File: config.mk
export PLATFORM = sky130hd
export DESIGN_NAME = fan_level_hysteresis_controller_top_flat
export DESIGN_NICKNAME = d
export VERILOG_FILES = /design/src/rtl/fhc_pkg.sv /design/src/rtl/fhc_in_if.sv /design/src/rtl/fhc_out_if.sv /design/src/rtl/fhc_cfg_regs.sv /design/src/rtl/fhc_level_eval.sv /design/src/rtl/fan_level_hysteresis_controller_top.sv /design/src/flat_wrapper.sv
export SDC_FILE = /design/constraint.sdc
export NUM_CORES = 1
export LEC_CHECK = 0
export ABC_AREA = 1
export BUFFER_PORTS_ARGS = -buffer_cell sky130_fd_sc_hd__clkbuf_2
export CAP_MARGIN = 20
export CORE_MARGIN = 4
export CORE_UTILIZATION = 60
export DETAILED_ROUTE_END_ITERATION = 6
export PLACE_DENSITY = 0.86
export SYNTH_ARGS = -nofsm -noshare
export SYNTH_HDL_FRONTEND = slang
export SYNTH_HIERARCHICAL = 1
export SYNTH_SLANG_ARGS = --single-unit
File: constraint.sdc
create_clock -name clk_i -period 9.2 [get_ports clk_i]
set_input_delay 1.84 -clock clk_i [delete_from_list [all_inputs] [get_ports clk_i]]
set_output_delay 1.84 -clock clk_i [all_outputs]
set_load 0.03 [all_outputs]
File: src/rtl/fhc_pkg.sv
// ----------------------------------------------------------------------------
// fhc_pkg
// Shared types, register map and constants of the fan level controller.
// ----------------------------------------------------------------------------
package fhc_pkg;

  localparam int unsigned TempW  = 19;
  localparam int unsigned ThrW   = 18;
  localparam int unsigned LevelW = 3;
  localparam int unsigned AddrW  = 5;
  localparam int unsigned DataW  = 32;

  localparam logic [TempW-1:0] TempMaxMdeg = 19'd150000;

  // register map, word index
  localparam logic [2:0] RegLowThr  = 3'd0;
  localparam logic [2:0] RegMedThr  = 3'd1;
  localparam logic [2:0] RegHighThr = 3'd2;
  localparam logic [2:0] RegFullThr = 3'd3;
  localparam logic [2:0] RegHyst    = 3'd4;
  localparam logic [2:0] RegSensEn  = 3'd5;

  localparam logic [ThrW-1:0] LowThrRst  = 18'd50000;
  localparam logic [ThrW-1:0] MedThrRst  = 18'd60000;
  localparam logic [ThrW-1:0] HighThrRst = 18'd67500;
  localparam logic [ThrW-1:0] FullThrRst = 18'd75000;
  localparam logic [ThrW-1:0] HystRst    = 18'd5000;
  localparam logic [1:0]      SensEnRst  = 2'd3;

  // fan levels
  localparam logic [LevelW-1:0] LvlOff    = 3'd0;
  localparam logic [LevelW-1:0] LvlLow    = 3'd1;
  localparam logic [LevelW-1:0] LvlMedium = 3'd2;
  localparam logic [LevelW-1:0] LvlHigh   = 3'd3;
  localparam logic [LevelW-1:0] LvlFull   = 3'd4;

  typedef struct packed {
    logic [ThrW-1:0] low_thr;
    logic [ThrW-1:0] med_thr;
    logic [ThrW-1:0] high_thr;
    logic [ThrW-1:0] full_thr;
    logic [ThrW-1:0] hyst;
    logic [1:0]      sens_en;
  } cfg_t;

  typedef struct packed {
    logic signed [TempW-1:0] temp_a;
    logic                    temp_a_ok;
    logic signed [TempW-1:0] temp_b;
    logic                    temp_b_ok;
  } in_item_t;

  typedef struct packed {
    logic [LevelW-1:0] fan_level;
    logic              level_changed;
    logic              no_reading;
    logic [TempW-1:0]  average_x2;
    logic [1:0]        sensors_used;
  } res_t;

endpackage

File: src/rtl/fhc_in_if.sv
// ----------------------------------------------------------------------------
// fhc_in_if
// Sensor tick channel: two raw readings with their valid flags.
// ----------------------------------------------------------------------------
interface fhc_in_if;
  import fhc_pkg::*;

  logic                    valid;
  logic                    ready;
  logic signed [TempW-1:0] temp_a;
  logic                    temp_a_ok;
  logic signed [TempW-1:0] temp_b;
  logic                    temp_b_ok;

  modport source (output valid, temp_a, temp_a_ok, temp_b, temp_b_ok, input ready);
  modport sink   (input valid, temp_a, temp_a_ok, temp_b, temp_b_ok, output ready);
endinterface

File: src/rtl/fhc_out_if.sv
// ----------------------------------------------------------------------------
// fhc_out_if
// Result channel: fan level and averaging status of one tick.
// ----------------------------------------------------------------------------
interface fhc_out_if;
  import fhc_pkg::*;

  logic                valid;
  logic                ready;
  logic [LevelW-1:0]   fan_level;
  logic                level_changed;
  logic                no_reading;
  logic [TempW-1:0]    average_x2;
  logic [1:0]          sensors_used;

  modport source (output valid, fan_level, level_changed, no_reading, average_x2,
                  sensors_used, input ready);
  modport sink   (input valid, fan_level, level_changed, no_reading, average_x2,
                  sensors_used, output ready);
endinterface

File: src/rtl/fhc_cfg_regs.sv
// ----------------------------------------------------------------------------
// fhc_cfg_regs
// APB register file holding thresholds, hysteresis and sensor enables.
// ----------------------------------------------------------------------------
module fhc_cfg_regs
  import fhc_pkg::*;
(
  input  logic             clk_i,
  input  logic             rst_ni,
  input  logic             psel,
  input  logic             penable,
  input  logic             pwrite,
  input  logic [AddrW-1:0] paddr,
  input  logic [DataW-1:0] pwdata,
  output logic [DataW-1:0] prdata,
  output logic             pready,
  output cfg_t             cfg_o
);

  cfg_t       cfg_q;
  logic       wr_en;
  logic [2:0] reg_idx;

  assign pready  = 1'b1;
  assign wr_en   = psel && penable && pwrite;
  assign reg_idx = paddr[4:2];
  assign cfg_o   = cfg_q;

  always_ff @(posedge clk_i or negedge rst_ni) begin
    if (!rst_ni) begin
      cfg_q.low_thr  <= LowThrRst;
      cfg_q.med_thr  <= MedThrRst;
      cfg_q.high_thr <= HighThrRst;
      cfg_q.full_thr <= FullThrRst;
      cfg_q.hyst     <= HystRst;
      cfg_q.sens_en  <= SensEnRst;
    end else if (wr_en) begin
      case (reg_idx)
        RegLowThr:  cfg_q.low_thr  <= pwdata[ThrW-1:0];
        RegMedThr:  cfg_q.med_thr  <= pwdata[ThrW-1:0];
        RegHighThr: cfg_q.high_thr <= pwdata[ThrW-1:0];
        RegFullThr: cfg_q.full_thr <= pwdata[ThrW-1:0];
        RegHyst:    cfg_q.hyst     <= pwdata[ThrW-1:0];
        RegSensEn:  cfg_q.sens_en  <= pwdata[1:0];
        default: ;
      endcase
    end
  end

  always_comb begin
    case (reg_idx)
      RegLowThr:  prdata = {{(DataW-ThrW){1'b0}}, cfg_q.low_thr};
      RegMedThr:  prdata = {{(DataW-ThrW){1'b0}}, cfg_q.med_thr};
      RegHighThr: prdata = {{(DataW-ThrW){1'b0}}, cfg_q.high_thr};
      RegFullThr: prdata = {{(DataW-ThrW){1'b0}}, cfg_q.full_thr};
      RegHyst:    prdata = {{(DataW-ThrW){1'b0}}, cfg_q.hyst};
      RegSensEn:  prdata = {{(DataW-2){1'b0}}, cfg_q.sens_en};
      default:    prdata = '0;
    endcase
  end

endmodule

File: src/rtl/fhc_level_eval.sv
// ----------------------------------------------------------------------------
// fhc_level_eval
// Validate and average the readings, pick the target level, apply hysteresis.
// ----------------------------------------------------------------------------
module fhc_level_eval
  import fhc_pkg::*;
(
  input  cfg_t              cfg_i,
  input  in_item_t          item_i,
  input  logic [LevelW-1:0] level_i,
  output logic [LevelW-1:0] level_o,
  output res_t              res_o
);

  logic [TempW-1:0]  ta, tb;
  logic              va, vb;
  logic [TempW-1:0]  sum;
  logic [TempW-1:0]  avg2;
  logic [LevelW-1:0] tgt;
  logic [ThrW-1:0]   upper;
  logic [TempW:0]    lhs, rhs;
  logic              take;

  assign ta = item_i.temp_a;
  assign tb = item_i.temp_b;
  assign va = cfg_i.sens_en[0] && item_i.temp_a_ok && (ta <= TempMaxMdeg);
  assign vb = cfg_i.sens_en[1] && item_i.temp_b_ok && (tb <= TempMaxMdeg);

  assign sum  = (va ? ta : '0) + (vb ? tb : '0);
  assign avg2 = (va && vb) ? sum : {sum[TempW-2:0], 1'b0};

  always_comb begin
    if (avg2 >= {cfg_i.full_thr, 1'b0}) begin
      tgt = LvlFull;
    end else if (avg2 >= {cfg_i.high_thr, 1'b0}) begin
      tgt = LvlHigh;
    end else if (avg2 >= {cfg_i.med_thr, 1'b0}) begin
      tgt = LvlMedium;
    end else if (avg2 >= {cfg_i.low_thr, 1'b0}) begin
      tgt = LvlLow;
    end else begin
      tgt = LvlOff;
    end
  end

  always_comb begin
    case (tgt)
      LvlOff:    upper = cfg_i.low_thr;
      LvlLow:    upper = cfg_i.med_thr;
      LvlMedium: upper = cfg_i.high_thr;
      default:   upper = cfg_i.full_thr;
    endcase
  end

  // drop only when avg2 + 2*hyst <= 2*upper
  assign lhs  = {1'b0, avg2} + {1'b0, cfg_i.hyst, 1'b0};
  assign rhs  = {1'b0, upper, 1'b0};
  assign take = (cfg_i.hyst == '0) || (tgt >= level_i) || (lhs <= rhs);

  always_comb begin
    if (!(va || vb)) begin
      level_o             = level_i;
      res_o.fan_level     = level_i;
      res_o.level_changed = 1'b0;
      res_o.no_reading    = 1'b1;
      res_o.average_x2    = '0;
      res_o.sensors_used  = 2'd0;
    end else begin
      level_o             = take ? tgt : level_i;
      res_o.fan_level     = level_o;
      res_o.level_changed = take && (tgt != level_i);
      res_o.no_reading    = 1'b0;
      res_o.average_x2    = avg2;
      res_o.sensors_used  = {1'b0, va} + {1'b0, vb};
    end
  end

endmodule

File: src/rtl/fan_level_hysteresis_controller_top.sv
// ----------------------------------------------------------------------------
// fan_level_hysteresis_controller_top
// Fan level controller with four thresholds and hysteresis on the way down.
//
//   channel   dir   handshake        payload
//   in_i      in    valid/ready      temp_a, temp_a_ok, temp_b, temp_b_ok
//   out_o     out   valid/ready      fan_level, level_changed, no_reading,
//                                    average_x2, sensors_used
//   APB       in    psel/penable     6 registers at byte address 4*index
//
// One item per cycle sustained while the output is ready.
// The input register feeds the evaluation logic, whose result and next
// level are captured together when the result register is free.
// A stalled output holds one result while one more item waits in the
// input register. Reset clears the level to OFF and empties both stages.
// ----------------------------------------------------------------------------
module fan_level_hysteresis_controller_top
  import fhc_pkg::*;
(
  input  logic             clk_i,
  input  logic             rst_ni,
  input  logic             psel,
  input  logic             penable,
  input  logic             pwrite,
  input  logic [AddrW-1:0] paddr,
  input  logic [DataW-1:0] pwdata,
  output logic [DataW-1:0] prdata,
  output logic             pready,
  fhc_in_if.sink           in_i,
  fhc_out_if.source        out_o
);

  cfg_t              cfg;
  logic              s1_valid_q;
  in_item_t          s1_item_q;
  logic              out_valid_q;
  res_t              out_res_q;
  logic [LevelW-1:0] level_q, level_d;
  res_t              res_d;
  logic              adv;
  logic              in_acc;

  fhc_cfg_regs u_cfg (
    .clk_i   (clk_i),
    .rst_ni  (rst_ni),
    .psel    (psel),
    .penable (penable),
    .pwrite  (pwrite),
    .paddr   (paddr),
    .pwdata  (pwdata),
    .prdata  (prdata),
    .pready  (pready),
    .cfg_o   (cfg)
  );

  fhc_level_eval u_eval (
    .cfg_i   (cfg),
    .item_i  (s1_item_q),
    .level_i (level_q),
    .level_o (level_d),
    .res_o   (res_d)
  );

  assign adv        = s1_valid_q && (!out_valid_q || out_o.ready);
  assign in_i.ready = !s1_valid_q || adv;
  assign in_acc     = in_i.valid && in_i.ready;

  always_ff @(posedge clk_i or negedge rst_ni) begin
    if (!rst_ni) begin
      s1_valid_q  <= 1'b0;
      out_valid_q <= 1'b0;
      level_q     <= LvlOff;
    end else begin
      if (in_i.ready) begin
        s1_valid_q <= in_i.valid;
      end
      if (adv) begin
        out_valid_q <= 1'b1;
        level_q     <= level_d;
      end else if (out_o.ready) begin
        out_valid_q <= 1'b0;
      end
    end
  end

  always_ff @(posedge clk_i) begin
    if (in_acc) begin
      s1_item_q.temp_a    <= in_i.temp_a;
      s1_item_q.temp_a_ok <= in_i.temp_a_ok;
      s1_item_q.temp_b    <= in_i.temp_b;
      s1_item_q.temp_b_ok <= in_i.temp_b_ok;
    end
    if (adv) begin
      out_res_q <= res_d;
    end
  end

  assign out_o.valid         = out_valid_q;
  assign out_o.fan_level     = out_res_q.fan_level;
  assign out_o.level_changed = out_res_q.level_changed;
  assign out_o.no_reading    = out_res_q.no_reading;
  assign out_o.average_x2    = out_res_q.average_x2;
  assign out_o.sensors_used  = out_res_q.sensors_used;

`ifndef SYNTHESIS
  a_level_range: assert property (@(posedge clk_i) disable iff (!rst_ni)
    level_q <= LvlFull)
    else $error("fan level out of range");

  a_level_hold: assert property (@(posedge clk_i) disable iff (!rst_ni)
    !adv |=> $stable(level_q))
    else $error("fan level moved without an item");

  a_result_level: assert property (@(posedge clk_i) disable iff (!rst_ni)
    adv |=> (out_res_q.fan_level == level_q))
    else $error("result level differs from level register");

  a_no_reading: assert property (@(posedge clk_i) disable iff (!rst_ni)
    out_valid_q && out_res_q.no_reading |->
      !out_res_q.level_changed && out_res_q.sensors_used == 2'd0)
    else $error("no reading result carries a change or a sensor count");

  a_stage_hold: assert property (@(posedge clk_i) disable iff (!rst_ni)
    s1_valid_q && !adv |=> s1_valid_q)
    else $error("stalled item dropped from input register");
`endif

endmodule

File: src/flat_wrapper.sv
// flat-port wrapper written by rule: the top's interface ports become plain ports
module fan_level_hysteresis_controller_top_flat import fhc_pkg::*;
  (clk_i, rst_ni, psel, penable, pwrite, paddr, pwdata, prdata, pready, in_i_valid, in_i_temp_a, in_i_temp_a_ok, in_i_temp_b, in_i_temp_b_ok, in_i_ready, out_o_valid, out_o_fan_level, out_o_level_changed, out_o_no_reading, out_o_average_x2, out_o_sensors_used, out_o_ready);
  fhc_in_if in_i_i ();
  fhc_out_if out_o_i ();
  input  logic clk_i;
  input  logic rst_ni;
  input  logic psel;
  input  logic penable;
  input  logic pwrite;
  input  logic [AddrW-1:0] paddr;
  input  logic [DataW-1:0] pwdata;
  output logic [DataW-1:0] prdata;
  output logic pready;
  input wire logic [$bits(in_i_i.valid)-1:0] in_i_valid;
  input wire logic [$bits(in_i_i.temp_a)-1:0] in_i_temp_a;
  input wire logic [$bits(in_i_i.temp_a_ok)-1:0] in_i_temp_a_ok;
  input wire logic [$bits(in_i_i.temp_b)-1:0] in_i_temp_b;
  input wire logic [$bits(in_i_i.temp_b_ok)-1:0] in_i_temp_b_ok;
  output wire logic [$bits(in_i_i.ready)-1:0] in_i_ready;
  output wire logic [$bits(out_o_i.valid)-1:0] out_o_valid;
  output wire logic [$bits(out_o_i.fan_level)-1:0] out_o_fan_level;
  output wire logic [$bits(out_o_i.level_changed)-1:0] out_o_level_changed;
  output wire logic [$bits(out_o_i.no_reading)-1:0] out_o_no_reading;
  output wire logic [$bits(out_o_i.average_x2)-1:0] out_o_average_x2;
  output wire logic [$bits(out_o_i.sensors_used)-1:0] out_o_sensors_used;
  input wire logic [$bits(out_o_i.ready)-1:0] out_o_ready;
  assign in_i_i.valid = in_i_valid;
  assign in_i_i.temp_a = in_i_temp_a;
  assign in_i_i.temp_a_ok = in_i_temp_a_ok;
  assign in_i_i.temp_b = in_i_temp_b;
  assign in_i_i.temp_b_ok = in_i_temp_b_ok;
  assign in_i_ready = in_i_i.ready;
  assign out_o_valid = out_o_i.valid;
  assign out_o_fan_level = out_o_i.fan_level;
  assign out_o_level_changed = out_o_i.level_changed;
  assign out_o_no_reading = out_o_i.no_reading;
  assign out_o_average_x2 = out_o_i.average_x2;
  assign out_o_sensors_used = out_o_i.sensors_used;
  assign out_o_i.ready = out_o_ready;
  fan_level_hysteresis_controller_top u_core (.clk_i(clk_i), .rst_ni(rst_ni), .psel(psel), .penable(penable), .pwrite(pwrite), .paddr(paddr), .pwdata(pwdata), .prdata(prdata), .pready(pready), .in_i(in_i_i), .out_o(out_o_i));
endmodule
==> summary.txt, run 1 <==
Run status
  – Outcome: complete, no violations

Setup path
  – R2R Path Start: u_core/s1_item_q[14]$_DFFE_PP_
  – Critical Path Fanout Max: 19
  – Reg2Reg Capture Point: u_core/level_q[1]$_DFFE_PN0P_
  – Worst Reg2Reg Path Length in Cells: 54
  – CP max stage cell: nor2_1
  – CP most frequent cell: nand2_1
  – Critical setup path kind: reg2reg
  – Crit path launch type: flip-flop
  – Critical Path AT: about 8800 ps
  – Worst path max stage delay: ~470 ps
  – Worst Path Required: about 9600 ps
  – Reg2reg setup slack: 800 ps
  – Critical Path End Type: flip-flop

Logic synthesis
  – Synth unique cells: slightly below 60
  – Mean post-synth cell area: 7.462 sq um
  – Post-Synthesis Cells: about 1700
  – Simple-gate portion of the synthesized area: 0.2642
  – Synth Register Bits: approximately 160
  – Post-Synth Adder-Cell Area: 0.1337
  – Synth Flop Type: edfxtp_1
  – Compound-cell area share of the yosys netlist: 0.1215
  – Post-synthesis sequential area ratio: 0.3520
  – Mux share of post-synthesis cell area: 0
  – Largest family of logic cells by synthesized area: simple AND/OR/NAND/NOR gates
  – XOR/XNOR Fraction of Synth Area: 0.01938
  – EDFF count, synth: 66
  – Synthesized area: roughly 0.013 sq mm
  – Share of flip-flops with an asynchronous set or reset: 0.5951
  – Synthesis Warnings: 6

GRT
  – Total grt overflow: 0
  – All-layer global routing usage: 0.3235
  – First-pass GRT wire length: between 60000 and 70000 microns
  – Largest net degree at the start of global routing: 72
  – Vias in the first global route: 11250
  – Antenna violations before repair: 0

Place
  – Post-DP Area: approximately 0.013 sq mm
  – Setup WS pre-CTS: just under 900 ps
  – Port bufs: 113
  – Post-DP HPWL: between 20000 and 30000 microns
  – Post-Place Cells: around 2000
  – GPL Wtd Cong: around 1.0

Die
  – Chip width: roughly 150 microns
  – Starting Density: 0.6175
  – Die H: 153.2 microns
  – IO Count: roughly 150
  – Row count: 52
  – Die ar.: between 0.02 and 0.025 sq mm
  – Core ar.: 0.02049 sq mm

Routing
  – DR vias: 12090
  – Routed vias/inst: 5.844
  – Final ANT Viol Nets: 0
  – First-pass iteration count of the detailed router: 6
  – Drt drc: 0
  – Final WL: between 30000 and 40000 microns
  – Routed len/inst: around 19 microns
  – Iter 0 DRT Violations: roughly 1300

Clocking
  – Reg clk slew, reported paths: around 70 ps
  – TritonCTS clock tree: built
  – Worst-Skew Late Latency: 440 ps
  – CTS resizes: 0
  – Longest Clk Path Bufs: 2
  – Hold Buf Count CTS: 0
  – Root Driver: clkbuf_16
  – H-tree depth: 4
  – TritonCTS Buffers: 17
  – Clk sinks: between 150 and 200

STA
  – Final setup violation count: 0
  – Final worst setup slack: ~800 ps
  – Setup TNS: 0 ps
  – Hold slack: between 400 and 500 ps
  – Slew @ Worst Pin: around 950 ps
  – Max transition margin: 0.3635
  – Max-slew violations: 0
  – Final min period: 8397 ps
  – Fmax achieved: 119.1 MHz
  – Final hold viol count: 0
  – Tcrit/Tclk final: 0.9127
  – Clk_skew: between 10 and 15 ps
  – Unrepaired setup endpoints after global routing: no

Cells and area
  – N_diodes: 0
  – Nets@finish: about 2000
  – Area growth syn-to-layout: 9.709%
  – Cell area after layout: between 0.01 and 0.015 sq mm
  – Post-Route Utilization: 0.6775
  – Layout cell share with drive strength beyond 1: 0.1306
  – Post-route insts no fill: roughly 2100

Worst hold path
  – Endpoint, Worst Hold: u_core/u_cfg/cfg_o[24]$_DFFE_PN1P_
  – Hold Crit Class: reg2reg
  – HP Start: u_core/u_cfg/cfg_o[24]$_DFFE_PN1P_
  – Hold Path Depth: 2

Pwr
  – Total power density per cell area: 208.2 mW/mm^2
  – Pwr Total: 2.891 mW
  – Lkg Pwr: 7.272 nW
  – Worst VDD drop: between 0.1 and 0.15 mV

Job
  – MaxCap Viol Count: 0
[synth_stat cells, types with 3 or more instances]
master | instances | area (sq um)
or2_2 | 3 | 18.77
nand2_2 | 5 | 31.28
nor2_4 | 5 | 56.30
nor3_1 | 19 | 95.09
nor2_2 | 3 | 18.77
dfrtp_1 | 61 | 1526
inv_2 | 4 | 15.01
nor4_1 | 11 | 68.82
buf_2 | 18 | 90.09
o21ai_0 | 123 | 615.6
o21bai_1 | 5 | 37.54
a21oi_2 | 4 | 35.03
edfxtp_1 | 66 | 1982
a21boi_0 | 5 | 37.54
nor2_1 | 148 | 555.5
o21a_1 | 5 | 37.54
o31ai_1 | 3 | 22.52
ha_1 | 132 | 1652
xnor2_1 | 11 | 96.34
nand4_1 | 42 | 262.8
clkbuf_1 | 13 | 48.80
buf_4 | 27 | 202.7
o21ai_1 | 20 | 100.1
a21oi_1 | 92 | 460.4
inv_1 | 262 | 983.4
nand2_1 | 417 | 1565
dfstp_2 | 36 | 945.9
nand3_1 | 89 | 445.4
xor2_1 | 17 | 148.9
nand3_2 | 4 | 40.04
o21ai_2 | 3 | 26.28
a21o_1 | 5 | 37.54
[worst max-delay path, delay by kind of cell, from the launching register on]
kind	cells	cell delay, ps
xor+xnor	1	230
flops	1	420
compound gates	5	1210
simple gates	41	4890
buf+inv	3	300
fa+ha+maj	4	1230
[flip-flops by register name (all words and copies together) (netlist names)]
signal	cells
u_core/level_q	3
u_core/out_o.average_x2	19
u_core/out_o.fan_level	3
u_core/out_o.level_changed	1
u_core/out_o.no_reading	1
u_core/out_o.sensors_used	2
u_core/out_o.valid	1
u_core/s1_item_q	40
u_core/s1_valid_q	1
u_core/u_cfg/cfg_o	92
[power by group]
| group | internal [mW] | switching (mW) | total (mW) |
|---|---|---|---|
| clock | 0.409 | 0.328 | 0.737 |
| sequential | 0.903 | 0.114 | 1.02 |
| combinational | 0.368 | 0.769 | 1.14 |
[per-layer routing]
| metal | GRT usage | share of wire | wire length [microns] | vias to the layer above |
|---|---|---|---|---|
| met3 | 0.06842 | 0.11 | 4288 | 108 |
| met4 | 0.1243 | 0.040 | 1541 | 0 |
| met2 | 0.4872 | 0.43 | 16530 | 684 |
| li1 | - | - | - | 5711 |
| met5 | 0 | 0 | 0 | - |
| met1 | 0.4594 | 0.42 | 16200 | 5589 |
[area by class of cell]
type                            instances  area (sq um)
Multi-Input combinational cell       1217          6874
Sequential cell                       163          4454
Timing Repair Buffer                  120         620.6
Fill cell                            1765          6610
Clock buffer                           17         425.4
Inverter                              268          1008
Tap cell                              270         337.8
Clock inverter                         14         163.9
[how the worst max path moves through the flow]
stage,from,end,slack (ps),depth (start not counted)
floorplan,u_core/s1_item_q[14]$_DFFE_PP_,u_core/out_o.fan_level[2]$_DFFE_PP_,2750,51
global placement,u_core/s1_item_q[2]$_DFFE_PP_,u_core/level_q[0]$_DFFE_PN0P_,1100,51
detailed placement,u_core/s1_item_q[14]$_DFFE_PP_,u_core/level_q[1]$_DFFE_PN0P_,880,53
CTS,u_core/s1_item_q[2]$_DFFE_PP_,u_core/level_q[1]$_DFFE_PN0P_,750,51
global route,u_core/s1_item_q[14]$_DFFE_PP_,u_core/level_q[1]$_DFFE_PN0P_,170,54
finish,u_core/s1_item_q[14]$_DFFE_PP_,u_core/level_q[1]$_DFFE_PN0P_,800,54
[cells by family (layout without fill, tap and decap cells)]
family | Yosys count | in the layout
AOI/OAI and AO/OA | 279 | 279
buffers and inverters | 329 | 419
and+or+nand+nor | 761 | 761
adders and majority gates | 134 | 134
DFF | 163 | 163
xor gates and xnor gates | 28 | 28
other | 2 | 15
[cells in the final DEF, fill, tap and decap left out, types with 5 or more instances in the layout]
| master | Yosys | routed |
|---|---|---|
| nor2_4 | 5 | 5 |
| o21a_1 | 5 | 5 |
| clkbuf_2 | 0 | 112 |
| xor2_1 | 17 | 17 |
| edfxtp_1 | 66 | 66 |
| nand4_1 | 42 | 42 |
| inv_6 | 0 | 7 |
| nor3_1 | 19 | 19 |
| a21oi_1 | 92 | 92 |
| xnor2_1 | 11 | 11 |
| conb_1 | 2 | 15 |
| o21ai_1 | 20 | 20 |
| a21boi_0 | 5 | 5 |
| nand3_1 | 89 | 89 |
| a21o_1 | 5 | 5 |
| clkbuf_16 | 0 | 17 |
| nand2_1 | 417 | 417 |
| o21ai_0 | 123 | 123 |
| nand2_2 | 5 | 5 |
| nor4_1 | 11 | 11 |
| o21bai_1 | 5 | 5 |
| ha_1 | 132 | 132 |
| nor2_1 | 148 | 148 |
| buf_4 | 27 | 8 |
| dfstp_2 | 36 | 36 |
| inv_1 | 262 | 262 |
| dfrtp_1 | 61 | 61 |
[what timing repair did]
action / CTS / global route
buffers inserted: 0 / 3
setup endpoints to repair: 0 / 4
endpoints found under the hold margin: 0 / 0
Note: power is estimated with default switching activity, not from simulation.
==> run 2, diff against run 1 <==
==> constraint.sdc (replaced) <==
create_clock -name clk_i -period 10.2 [get_ports clk_i]
set_input_delay 2.04 -clock clk_i [delete_from_list [all_inputs] [get_ports clk_i]]
set_output_delay 2.04 -clock clk_i [all_outputs]
set_load 0.03 [all_outputs]
==> run 2 against run 1 <==
  * First-iteration DRC count rose by 10%
  * Clock power down 13%
  * Critical path depth decreased by 3
  * Via count rose by 0.15%
  * Power fell by 11%
  * Register-to-register slack better by 680 ps
  * Sequential cell count did not move
  * Design area down 0.31%
  * Largest cell class unchanged
==> summary.txt, run 2 (synthesis results as in run 1) <==
Cells and area
  – Post-Route Utilization: 0.6754 (-0.002076)
  – N_diodes: 0 (unchanged)
  – Most frequent cells in the layout: 417 x nand2_1, 262 x inv_1, 148 x nor2_1
  – Layout cell share with drive strength beyond 1: 0.1286 (-0.002009)
  – Commonest non-fill, non-tap cell in the layout: nand2_1
  – Largest register FFs: 92 (unchanged)
  – Nets@finish: 2001 (-0.20%)
  – Fill cells: 1689 (-4.3%)
  – Area growth syn-to-layout: 9.372%

Die
  – Core ar.: 0.02049 sq mm (unchanged)
  – Die ar.: 0.02348 sq mm (unchanged)
  – Chip width: 153.2 microns (unchanged)
  – IO Count: 145 (unchanged)
  – Row count: 52 (unchanged)
  – Starting Density: 0.6175 (unchanged)
  – Die H: 153.2 microns (unchanged)

GRT
  – Vias in the first global route: 11270 (+0.21%)
  – Antenna violations before repair: 0 (unchanged)
  – Largest net degree at the start of global routing: 52 (-28%)
  – All-layer global routing usage: 0.3238 (about the same)
  – Total grt overflow: 0 (unchanged)
  – First-pass GRT wire length: 60180 microns (-0.17%)
  – Routing usage on met1: 0.4533 (-0.006136)
  – GRT busiest layer: met2
  – GR Util met3: 0.06899 (+0.0005655)
  – Met2 Use GR: 0.4895 (+0.002308)

Pwr
  – Lkg Pwr: 7.244 nW (-0.39%)
  – Clock Power Share: 0.249 (-0.006)
  – Switch Pwr: 1.082 mW (-11%)
  – Worst VDD drop: 0.1219 mV (-18%)
  – Sequential power share: 0.357 (+0.005)
  – Switching Share: 0.4227 (+0.003746)
  – Total power density per cell area: 185.0 mW/mm^2 (-11%)
  – Internal cell power: 1.478 mW (-12%)
  – Gate power share: 0.393 (about the same)

Place
  – GPL Wtd Cong: 1.017 (-2.8%)
  – Port bufs: 113 (unchanged)
  – Post-DP HPWL: 28730 microns (+0.44%)

Setup path
  – Critical Path Fanout Max: 19 (unchanged)
  – Crit path launch type: flip-flop
  – Critical Path End Type: flip-flop
  – Worst Reg2Reg Path Length in Cells: 51 (-5.6%)
  – CP max stage cell: o41ai_1
  – CP most frequent cell: nand2_1
  – Critical setup path kind: reg2reg
  – Worst path max stage delay: 470 ps (about the same)
  – Critical Path AT: 9090 ps (+330 ps)
  – Worst Path Required: 10570 ps (+1010 ps)

Clocking
  – TritonCTS Buffers: 17 (unchanged)
  – Root Driver: clkbuf_16
  – Worst-Skew Late Latency: 440 ps (about the same)
  – Reg clk slew, reported paths: 70 ps (about the same)
  – Hold Buf Count CTS: 0 (unchanged)
  – Longest Clk Path Bufs: 2 (unchanged)
  – TritonCTS clock tree: built
  – CTS resizes: 0 (unchanged)
  – Clk sinks: 163 (unchanged)
  – H-tree depth: 4 (unchanged)
  – Post-CTS Setup Inserts: 0 (unchanged)

Worst hold path
  – Hold Crit Class: reg2reg
  – Hold Path Depth: 2 (unchanged)

Routing
  – Final WL: 38290 microns (-0.71%)
  – First-pass iteration count of the detailed router: 6 (unchanged)
  – Routed vias/inst: 5.862 (+0.29%)
  – Drt drc: 0 (unchanged)
  – Routed len/inst: 18.53 microns (-0.57%)
  – Iter 0 DRT Violations: 1394 (+10%)
  – Final ANT Viol Nets: 0 (unchanged)
  – DR vias: 12110 (+0.15%)

STA
  – Fmax achieved: 114.7 MHz (-3.7%)
  – Tcrit/Tclk final: 0.8548 (-0.05792)
  – Final hold viol count: 0 (unchanged)
  – Max-slew violations: 0 (unchanged)
  – Clk_skew: 15.22 ps (+2.442 ps)
  – Final min period: 8719 ps (+321.9 ps)
  – Slew @ Worst Pin: 992.5 ps (+38.77 ps)
  – Max transition margin: 0.3365 (-0.02700)
  – Unrepaired setup endpoints after global routing: no
  – Setup TNS: 0 ps (unchanged)
  – Final setup violation count: 0 (unchanged)

Run status
  – Outcome: complete, no violations

Job
  – MaxCap Viol Count: 0 (unchanged)
-- run 2: cell types whose count changed in the layout (fill, tap and decap cells not counted), sizes merged --
| cell | before | now |
|---|---|---|
| buf | 8 | 4 |
| inv | 277 | 273 |
| clkinv | 2 | 6 |
| clkbuf | 129 | 132 |
| bufinv | 2 | 0 |
-- run 2: critical path, delay by kind of cell (launching register included) --
| family | cells | cell delay, ps |
|---|---|---|
| compound gates | 5 | 1340 |
| xor+xnor | 1 | 210 |
| fa+ha+maj | 4 | 1250 |
| buf+inv | 3 | 290 |
| flops | 1 | 410 |
| simple gates | 38 | 5130 |
-- run 2: cell type report --
| class | instances | area [sq um] | area share |
|---|---|---|---|
| inverters | 268 | 1008 | 0.07286 |
| clock inverters | 12 | 108.9 | 0.007864 |
| flip-flops and latches | 163 | 4454 | 0.3218 |
| well taps | 270 | 337.8 | 0.02441 |
| multi-input cells | 1217 | 6874 | 0.4966 |
| repair buffers | 116 | 590.6 | 0.04266 |
| clock buffers | 20 | 467.9 | 0.03381 |
-- run 2: final timing paths --
check / startpoint / to / slack, ps
worst max-delay path: u_core/s1_item_q[2]$_DFFE_PP_ / u_core/level_q[2]$_DFFE_PN0P_ / 1480
worst min-delay path: u_core/u_cfg/cfg_o[24]$_DFFE_PN1P_ / u_core/u_cfg/cfg_o[24]$_DFFE_PN1P_ / 490
worst max register to register: u_core/s1_item_q[2]$_DFFE_PP_ / u_core/level_q[2]$_DFFE_PN0P_ / 1480
worst min register to register: u_core/u_cfg/cfg_o[24]$_DFFE_PN1P_ / u_core/u_cfg/cfg_o[24]$_DFFE_PN1P_ / 490
max in group asynchronous: rst_ni / u_core/u_cfg/cfg_o[37]$_DFFE_PN0P_ / 7480
min in group asynchronous: rst_ni / u_core/u_cfg/cfg_o[81]$_DFFE_PN0P_ / 1610
-- run 2: power by group through the flow --
| stage | clock network (mW) | logic, mW | registers (mW) |
|---|---|---|---|
| 6_report | 0.638 | 1.01 | 0.915 |
| 5_1_grt | 0.674 | 1.11 | 0.926 |
| 4_1_cts | 0.642 | 0.976 | 0.912 |
| 3_5_place_dp | 0 | 0.969 | 0.923 |
| 3_3_place_gp | 0 | 0.939 | 0.920 |
| 2_1_floorplan | 0 | 0.698 | 0.911 |
-- run 2: layer usage --
| layer | wire length, microns | share of wire |
|---|---|---|
| met5 | 0 | 0 |
| met3 | 4115 | 0.11 |
| met2 | 16600 | 0.43 |
| met4 | 1536 | 0.040 |
| met1 | 16040 | 0.42 |
-- run 2: stage by stage --
stage	power [mW]	instance area, sq um	worst slack (ps)	hold WS [ps]	cells
2_1_floorplan	1.609	12700	3752	460.2	1709
3_3_place_gp	1.860	13270	2118	472.2	2034
3_5_place_dp	1.892	13270	1948	480.1	2034
4_1_cts	2.530	13840	1760	489.7	2066
5_1_grt	2.714	13840	1043	512.4	2066
6_report	2.561	13840	1481	490.6	2066
==> run 3, diff against run 2 <==
--- a/config.mk
+++ b/config.mk
@@ -12,7 +12,7 @@
 export CORE_UTILIZATION = 60
 export DETAILED_ROUTE_END_ITERATION = 6
 export PLACE_DENSITY = 0.86
+export SKIP_LAST_GASP = 1
 export SYNTH_ARGS = -nofsm -noshare
 export SYNTH_HDL_FRONTEND = slang
-export SYNTH_HIERARCHICAL = 1
 export SYNTH_SLANG_ARGS = --single-unit
==> run 3 against run 2 <==
  * Sequential share of layout area grew 1.3 points
  * Sequential cell count is the same
  * Clock power shrank 0.6%
  * Setup slack gained 630 ps
  * Final cell count shrank 8.9%
  * Utilization grew 0.89 points
  * Critical path depth shrank 3
  * Routed wire length shrank 14%
  * Sequential power shrank 1%
  * Via count shrank 12%
  * Design area shrank 3.8%
  * Fmax grew 7.8%
==> summary.txt, run 3 <==
Run status
  – Outcome: complete, no violations

Logic synthesis
  – Post-synthesis sequential area ratio: 0.3751 (+0.02314)
  – Mean post-synth cell area: 7.917 sq um (+6.1%)
  – Post-Synthesis Cells: 1500 (-12%)
  – Synthesized area: 0.01188 sq mm (-6.2%)
  – Simple-gate portion of the synthesized area: 0.2126 (-0.05154)
  – Compound-cell area share of the yosys netlist: 0.1543 (+0.03275)
  – Mux share of post-synthesis cell area: 0 (unchanged)
  – Post-Synth Adder-Cell Area: 0.1414 (+0.007734)
  – Leading area contributor after synthesis: edfxtp_1
  – Largest family of logic cells by synthesized area: simple AND/OR/NAND/NOR gates
  – Share of the synthesized area in the top cell type: 0.1669 (+0.01030)
  – XOR/XNOR Fraction of Synth Area: 0.02192 (+0.002538)
  – Synth Flop Type: edfxtp_1
  – Synthesis Warnings: 0 (-6)
  – Most area-consuming cells after synthesis: edfxtp_1 17%, ha_1 14%, dfrtp_1 13%
  – EDFF count, synth: 66 (unchanged)
  – Synth Register Bits: 163 (unchanged)
  – Share of flip-flops with an asynchronous set or reset: 0.5951 (unchanged)
  – Top post-synthesis cells by count: 357 x nand2_1, 214 x inv_1, 131 x ha_1
  – Synth unique cells: 60 (+3.4%)
  – Most frequent cell after synthesis: nand2_1

Die
  – Die H: 148.7 microns (-3.0%)
  – Row count: 51 (-1.9%)
  – Starting Density: 0.6102 (-0.007364)
  – IO Count: 145 (unchanged)
  – Chip width: 148.7 microns (-3.0%)
  – Core ar.: 0.01946 sq mm (-5.0%)
  – Die ar.: 0.02211 sq mm (-5.9%)

Setup path
  – CP most frequent cell: nand2_1
  – Critical Path Stages: 48 (-5.9%)
  – Crit path launch type: flip-flop
  – Worst Reg2Reg Path Length in Cells: 48 (-5.9%)
  – Critical Path Fanout Max: 25 (+6)
  – Buf/Inv on CP: 6 (+3)
  – Worst path max stage delay: 650 ps (+180 ps)
  – Critical Path AT: 8250 ps (-840 ps)
  – CP delay by family, top: simple AND/OR/NAND/NOR gates
  – Critical setup path kind: reg2reg
  – Critical Path End Type: flip-flop
  – Worst Path Required: 10360 ps (-210 ps)
  – CP max stage cell: nor2_4

GRT
  – Largest net degree at the start of global routing: 70 (+35%)
  – Antenna violations before repair: 0 (unchanged)
  – Vias in the first global route: 10000 (-11%)
  – First-pass GRT wire length: 51890 microns (-14%)
  – Total grt overflow: 0 (unchanged)
  – All-layer global routing usage: 0.2987 (-0.02505)

Clocking
  – Root Driver: clkbuf_16
  – CTS resizes: 0 (unchanged)
  – TritonCTS Buffers: 17 (unchanged)
  – Post-CTS Setup Inserts: 0 (unchanged)
  – Longest Clk Path Bufs: 2 (unchanged)
  – H-tree depth: 4 (unchanged)
  – Worst-Skew Late Latency: 450 ps (about the same)
  – TritonCTS clock tree: built
  – Hold Buf Count CTS: 0 (unchanged)
  – Clk sinks: 163 (unchanged)
  – Reg clk slew, reported paths: 70 ps (about the same)

Place
  – Port bufs: 113 (unchanged)
  – GPL Wtd Cong: 0.9920 (-2.4%)
  – Post-DP HPWL: 25470 microns (-11%)
  – Setup WS pre-CTS: 2334 ps (+386.0 ps)

Worst hold path
  – Hold Path Depth: 2 (unchanged)
  – Hold Crit Class: reg2reg

Cells and area
  – Fill cells: 1590 (-5.9%)
  – Commonest non-fill, non-tap cell in the layout: nand2_1
  – Largest register FFs: 92 (unchanged)
  – Layout cell share with drive strength beyond 1: 0.1484 (+0.01980)
  – N_diodes: 0 (unchanged)
  – Area growth syn-to-layout: 12.15%
  – Nets@finish: 1821 (-9.0%)
  – Most frequent cells in the layout: 357 x nand2_1, 214 x inv_1, 131 x ha_1

STA
  – Fmax achieved: 123.6 MHz (+7.8%)
  – Final setup violation count: 0 (unchanged)
  – Max transition margin: 0.3115 (-0.02492)
  – Setup TNS: 0 ps (unchanged)
  – Slew @ Worst Pin: 1033 ps (+40.16 ps)
  – Max-slew violations: 0 (unchanged)
  – Tcrit/Tclk final: 0.7932 (-0.06160)
  – Clk_skew: 12.45 ps (-2.770 ps)
  – Final worst setup slack: 2110 ps (+628.4 ps)
  – Unrepaired setup endpoints after global routing: no
  – Final min period: 8090 ps (-628.4 ps)
  – Final hold viol count: 0 (unchanged)

Pwr
  – Lkg Pwr: 6.698 nW (-7.5%)
  – Pwr Total: 2.667 mW (+4.2%)
  – Total power density per cell area: 200.3 mW/mm^2 (+8.3%)
  – Worst VDD drop: 0.1130 mV (-7.3%)

Job
  – MaxCap Viol Count: 0 (unchanged)

Routing
  – Iter 0 DRT Violations: 976 (-30%)
  – Final WL: 32960 microns (-14%)
  – Routed len/inst: 17.52 microns (-5.5%)
  – DR vias: 10670 (-12%)
  – Drt drc: 0 (unchanged)
  – First-pass iteration count of the detailed router: 5 (-1)
  – Final ANT Viol Nets: 0 (unchanged)
  – Routed vias/inst: 5.672 (-3.2%)
==> run 3: changes by cell type after synthesis, sizes merged, moves of 21 or more <==
cell | previous run | this run
inv | 267 | 219
nand2 | 424 | 365
nor2 | 156 | 110
buf | 48 | 27
nand3 | 94 | 48
==> run 3: worst paths after layout <==
check                                              startpoint                                       end  slack [ps]
max in group asynchronous                              rst_ni             u_core.level_q[2]$_DFFE_PN0P_        7520
max reg2reg                     u_core.s1_item_q[3]$_DFFE_PP_  u_core.out_o.level_changed$_SDFFCE_PP0P_        2110
min in group asynchronous                              rst_ni        u_core.u_cfg.cfg_o[60]$_DFFE_PN0P_        1490
min reg2reg                u_core.u_cfg.cfg_o[35]$_DFFE_PN0P_        u_core.u_cfg.cfg_o[35]$_DFFE_PN0P_         490
max                             u_core.s1_item_q[3]$_DFFE_PP_  u_core.out_o.level_changed$_SDFFCE_PP0P_        2110
min                        u_core.u_cfg.cfg_o[35]$_DFFE_PN0P_        u_core.u_cfg.cfg_o[35]$_DFFE_PN0P_         490
==> run 3: layout make-up <==
cell class / instances / area (sq um) / area share
Clock buffer: 17 / 425.4 / 0.03194
Inverter: 222 / 833.3 / 0.06257
Timing Repair Buffer: 123 / 763.2 / 0.05731
Multi-Input combinational cell: 1077 / 6352 / 0.4770
Sequential cell: 163 / 4454 / 0.3345
Clock inverter: 15 / 157.7 / 0.01184
Tap cell: 265 / 331.6 / 0.02490
==> run 3: cells by family after synthesis <==
family | Yosys count
other | 2
adder cells (fa/ha/maj) | 133
flip-flops | 163
XOR/XNOR | 28
AO/OA/AOI/OAI | 312
AND/OR/NAND/NOR | 589
buffers and inverters | 273
==> run 3: through the flow <==
| step | hold WS (ps) | area, sq um | instances | utilization |
|---|---|---|---|---|
| after floorplan | 453.0 | 11920 | 1513 | - |
| after global placement | 467.6 | 12570 | 1844 | 0.6458 |
| after detailed placement | 474.3 | 12570 | 1844 | 0.6458 |
| after CTS | 491.8 | 13150 | 1876 | 0.6758 |
| after global routing | 514.6 | 13320 | 1882 | 0.6843 |
| final | 489.0 | 13320 | 1882 | 0.6843 |
==> run 3: worst min-delay path, cell delays in order (launching register included) <==
cell and delay, ps:
dfrtp_1 350, nand2_1 50, o21ai_0 60
==> run 3: per-layer routing <==
| layer | up-vias | track usage | wire length (microns) | part of all wire |
|---|---|---|---|---|
| met5 | - | 0 | 0 | 0 |
| met4 | 0 | 0.1293 | 1435 | 0.044 |
| met3 | 97 | 0.05424 | 2270 | 0.069 |
| met2 | 414 | 0.4622 | 14840 | 0.45 |
| met1 | 4952 | 0.4139 | 14420 | 0.44 |
| li1 | 5211 | - | - | - |
==> run 3: power by group <==
group,switching (mW),internal [mW]
sequential,0.0866,0.815
clock,0.307,0.327
combinational,0.765,0.366
